## config.mk

```make
export PLATFORM = sky130hd
export DESIGN_NAME = kdwt_slot_store
export DESIGN_NICKNAME = d
export VERILOG_FILES = /design/src/hdl/kdwt_pkg.sv /design/src/hdl/kdwt_slot_store.sv
export SDC_FILE = /design/constraint.sdc
export NUM_CORES = 2
export LEC_CHECK = 0
export BUFFER_PORTS_ARGS = -buffer_cell sky130_fd_sc_hd__buf_2
export CAP_MARGIN = 20
export CELL_PAD_IN_SITES_DETAIL_PLACEMENT = 1
export CELL_PAD_IN_SITES_GLOBAL_PLACEMENT = 2
export CORE_ASPECT_RATIO = 1.5
export CORE_MARGIN = 3
export CORE_UTILIZATION = 25
export CTS_CLUSTER_DIAMETER = 60
export DETAILED_ROUTE_END_ITERATION = 12
export GPL_TIMING_DRIVEN = 0
export HOLD_SLACK_MARGIN = 0.15
export PLACE_DENSITY = 0.45
export SLEW_MARGIN = 20
export SYNTH_ARGS = -nofsm -noshare
export SYNTH_HDL_FRONTEND = slang
export SYNTH_SLANG_ARGS = --single-unit
```

## constraint.sdc

```tcl
create_clock -name clk -period 23.8 [get_ports clk]
set_input_delay 4.76 -clock clk [delete_from_list [all_inputs] [get_ports clk]]
set_output_delay 4.76 -clock clk [all_outputs]
set_load 0.1 [all_outputs]
```

## src/hdl/kdwt_pkg.sv

```systemverilog
`default_nettype none

package kdwt_pkg;

  localparam int unsigned IDX_W   = 4;
  localparam int unsigned ID_W    = 64;
  localparam int unsigned PHASE_W = 16;
  localparam int unsigned TIME_W  = 64;
  localparam int unsigned TMO_W   = 32;

  localparam logic [TMO_W-1:0] TIMEOUT_RESET = 32'd5000;

  // one check beat
  typedef struct packed {
    logic [IDX_W-1:0]   slot_index;
    logic               is_active;
    logic [ID_W-1:0]    ident_first;
    logic [ID_W-1:0]    ident_second;
    logic [PHASE_W-1:0] phase_tag;
    logic [TIME_W-1:0]  now_ms;
  } in_item_t;

  // one result beat
  typedef struct packed {
    logic             expired_now;
    logic [IDX_W-1:0] last_expired_slot;
  } out_item_t;

  // stored tuple of one slot
  typedef struct packed {
    logic [ID_W-1:0]    ident_first;
    logic [ID_W-1:0]    ident_second;
    logic [PHASE_W-1:0] phase;
    logic [TIME_W-1:0]  start_time;
  } slot_entry_t;

endpackage

`default_nettype wire

```

## src/hdl/kdwt_slot_store.sv

```systemverilog
`default_nettype none

module kdwt_slot_store #(
  parameter int unsigned DEPTH = 16,
  parameter int unsigned AW    = 4
) (
  input  wire logic                  clk,
  input  wire logic                  wr_en,
  input  wire logic [AW-1:0]         wr_addr,
  input  wire kdwt_pkg::slot_entry_t wr_data,
  input  wire logic [AW-1:0]         rd_addr,
  output      kdwt_pkg::slot_entry_t rd_data
);

  kdwt_pkg::slot_entry_t mem [DEPTH];

  always_ff @(posedge clk) begin
    if (wr_en) begin
      mem[wr_addr] <= wr_data;
    end
  end

  // registered read, old data on a same-edge write
  always_ff @(posedge clk) begin
    rd_data <= mem[rd_addr];
  end

endmodule

`default_nettype wire

```

==> flow_metrics.py <==
metrics = {
    "clocking": {
        "cts_buffers": 391,
        "clkTransAtPathRegs_ps": 60,
        "root_buffer": "clkbuf_16",
        "cts-resized-gates": 0,
        "post-cts-setup-buffer-count": 0,
        "cts_tree": "built",
        "clock-sinks": 3536,
        "cts.htree.levels": 5,
        "insertion_delay_ps": 990,
        "postCtsHoldBufs": 0,
        "clockBufferDepth": 4,
    },
    "placement": {
        "dpl-instance-area_um2": 145000,
        "place_congestion": 0.679,
        "numPortBuffers": 422,
        "place_hpwl_um": 290000,
        "place_ws_ps": 15090,
    },
    "layout": {
        "n_fill_cell": 51000,
        "final_nets": 6860,
        "layout-drive-gt1-share": 0.339,
        "area_delta_synth_final_pct": 23.2,
        "final_area_um2": 159000,
    },
    "synth": {
        "avgSynthCellArea_um2": 23.5,
        "synth-seq-area-share": 0.809,
        "synth_cells": 5468,
        "syn-num-nets": 5686,
        "syn_area_um2": 129000,
        "synth.ff_latch_count": 3536,
        "yosys_warnings": 0,
        "synth_cell_types": 21,
    },
    "sta": {
        "hold_viol": 0,
        "clock.fmax_mhz": 131,
        "fin_setup_tns_ps": 0,
        "final-max-slew-violation-count": 0,
        "clock_skew_ps": 57.8,
        "fin_crit_sh": 0.322,
        "rsz0062_at_grt": "no",
        "period_needed_ps": 7660,
        "fin_hold_ws_ps": 661,
        "worst_pin_slew_ps": 1190,
        "setup_viol": 0,
        "max_slew_margin": 0.208,
        "setup_ws_ps": 16140,
    },
    "grt": {
        "grt_max_degree": 20,
        "antenna_found_initial": 162,
        "grt_pass1_vias": 68000,
        "overflow": 0,
        "grtUsageTotal": 0.157,
        "grt_pass1_wl_um": 571000,
    },
    "floorplanning": {
        "coreArea_um2": 513000,
        "ios": 426,
        "start_util": 0.251,
        "rows": 322,
        "die_width_um": 592,
        "die_y_um": 885,
        "dieArea_um2": 524000,
    },
    "critical_path": {
        "startpoint_type": "input port",
        "crit_type": "in2reg",
        "required_ps": 24440,
        "worstPathArrival_ps": 8300,
        "cp_max_fo": 7,
        "endpoint_kind": "register",
        "regToRegSetupSlack_ps": 22080,
    },
    "power_and_ir_drop": {
        "p_int_w": 0.0109,
        "netSwitchingFraction": 0.240,
        "power.density_nw_per_um2": 90.3,
        "p_clk_frac": 0.439,
        "ir_drop_uv": 57.5,
        "p_switching_w": 0.00344,
        "pwr-share-comb": 0.071,
        "power_w": 0.0143,
        "seqPwrFrac": 0.490,
        "p_leak_nw": 51.3,
    },
    "route": {
        "drt-wirelength-per-cell_um": 30.2,
        "vias": 61900,
        "viasPerCell": 4.48,
        "drtIter0Drc": 4888,
        "final_antenna_net_count": 0,
        "dr.pass1.iters": 7,
        "drcViolationCount": 0,
        "routed_wl_um": 417000,
    },
    "flow_run": {
        "drv_cap": 0,
    },
    "run_status": {
        "status": "completed",
    },
    "hold_path": {
        "hp-class": "reg2reg",
    },
}
[cell type report]
class	count	area (µm²)	area share
antenna	50	125	0.000789
timing repair buffer	781	7780	0.0490
clock inverter	240	2820	0.0178
buffer	289	1530	0.00963
tap	6804	8510	0.0537
clock buffer	491	10500	0.0664
multi-input combinational	1643	23300	0.147
sequential	3536	104000	0.656
[power by group through the flow]
stage / registers [W] / logic (W) / clock network [W]
after floorplan: 0.00745 / 0.000331 / 0
after global placement: 0.00723 / 0.00100 / 0
after detailed placement: 0.00716 / 0.00106 / 0
after CTS: 0.00703 / 0.00106 / 0.00650
after global routing: 0.00703 / 0.00109 / 0.00673
final: 0.00702 / 0.00102 / 0.00628
[cell usage in the layout, fill, tap and decap left out, types with 15 or more instances in the layout]
cell type and count:
bufinv_16 44, clkbuf_2 18, nand3_1 38, clkinv_1 48, a22oi_1 447, clkinv_2 83, nand2_1 203, buf_6 45
buf_12 132, mux4_2 758, mux2i_1 154, edfxtp_1 3328, buf_4 160, clkbuf_8 31, clkbuf_16 394, dfxtp_1 208
buf_16 61, diode_2 50, inv_6 15, buf_2 551, clkbuf_1 153
[registers in the layout (all words and copies together) (netlist names)]
register	count
mem	3328
rd_data	208
[path summary, 6_finish.rpt]
kind,end,cells past startpoint,startpoint
hold / removal,rd_data[140],3,mem[0][140]
setup reg to reg,rd_data[107],3,mem[8][107]
hold reg to reg,rd_data[140],3,mem[0][140]
setup / recovery,mem[0][181],14,wr_addr[2]
[cells in the mapped netlist]
library cell | n | area (µm²)
clkbuf_1 | 108 | 405
buf_6 | 24 | 270
dfxtp_1 | 208 | 4160
mux4_2 | 758 | 17100
nor2b_1 | 8 | 50.1
nand3b_1 | 2 | 15.0
buf_1 | 10 | 37.5
nor2_1 | 16 | 60.1
buf_2 | 131 | 656
a22oi_1 | 447 | 3360
edfxtp_1 | 3328 | 99900
o21ai_0 | 6 | 30.0
nand2_1 | 203 | 762
nor3_1 | 4 | 20.0
and2_1 | 3 | 18.8
nand3_1 | 38 | 190
and2_0 | 1 | 6.26
mux2i_1 | 154 | 1540
nand2b_1 | 2 | 12.5
or3b_2 | 1 | 8.76
buf_4 | 16 | 120
[worst max-delay path, stage by stage]
cell and delay [ps]:
buf_2 120, or3b_2 590, nor3_2 590, buf_6 240, buf_6 170, buf_4 210, buf_4 220, buf_6 150
buf_4 190, buf_4 210, buf_4 220, buf_6 170, buf_4 190, buf_4 210
[per-stage QoR]
stage | instances | util
detailed placement | 13100 | 0.283
CTS | 13800 | 0.309
floorplan | 5468 | -
global placement | 12700 | 0.272
global route | 13800 | 0.309
finish | 13800 | 0.309
[kinds of logic after synthesis]
kind of cell           synth area share
DFF                               0.809
buffers and inverters            0.0116
muxes                             0.145
and+or+nand+nor                 0.00888
AOI/OAI and AO/OA                0.0263
[routing by layer]
metal	vias to the layer above	share of wire	global-route usage
met2	1574	0.53	0.284
met5	-	0.00049	0
met4	30	0.025	0.0398
met3	598	0.045	0.0220
li1	25800	-	-
met1	34000	0.40	0.194
Note: power is estimated with default switching activity, not from simulation.
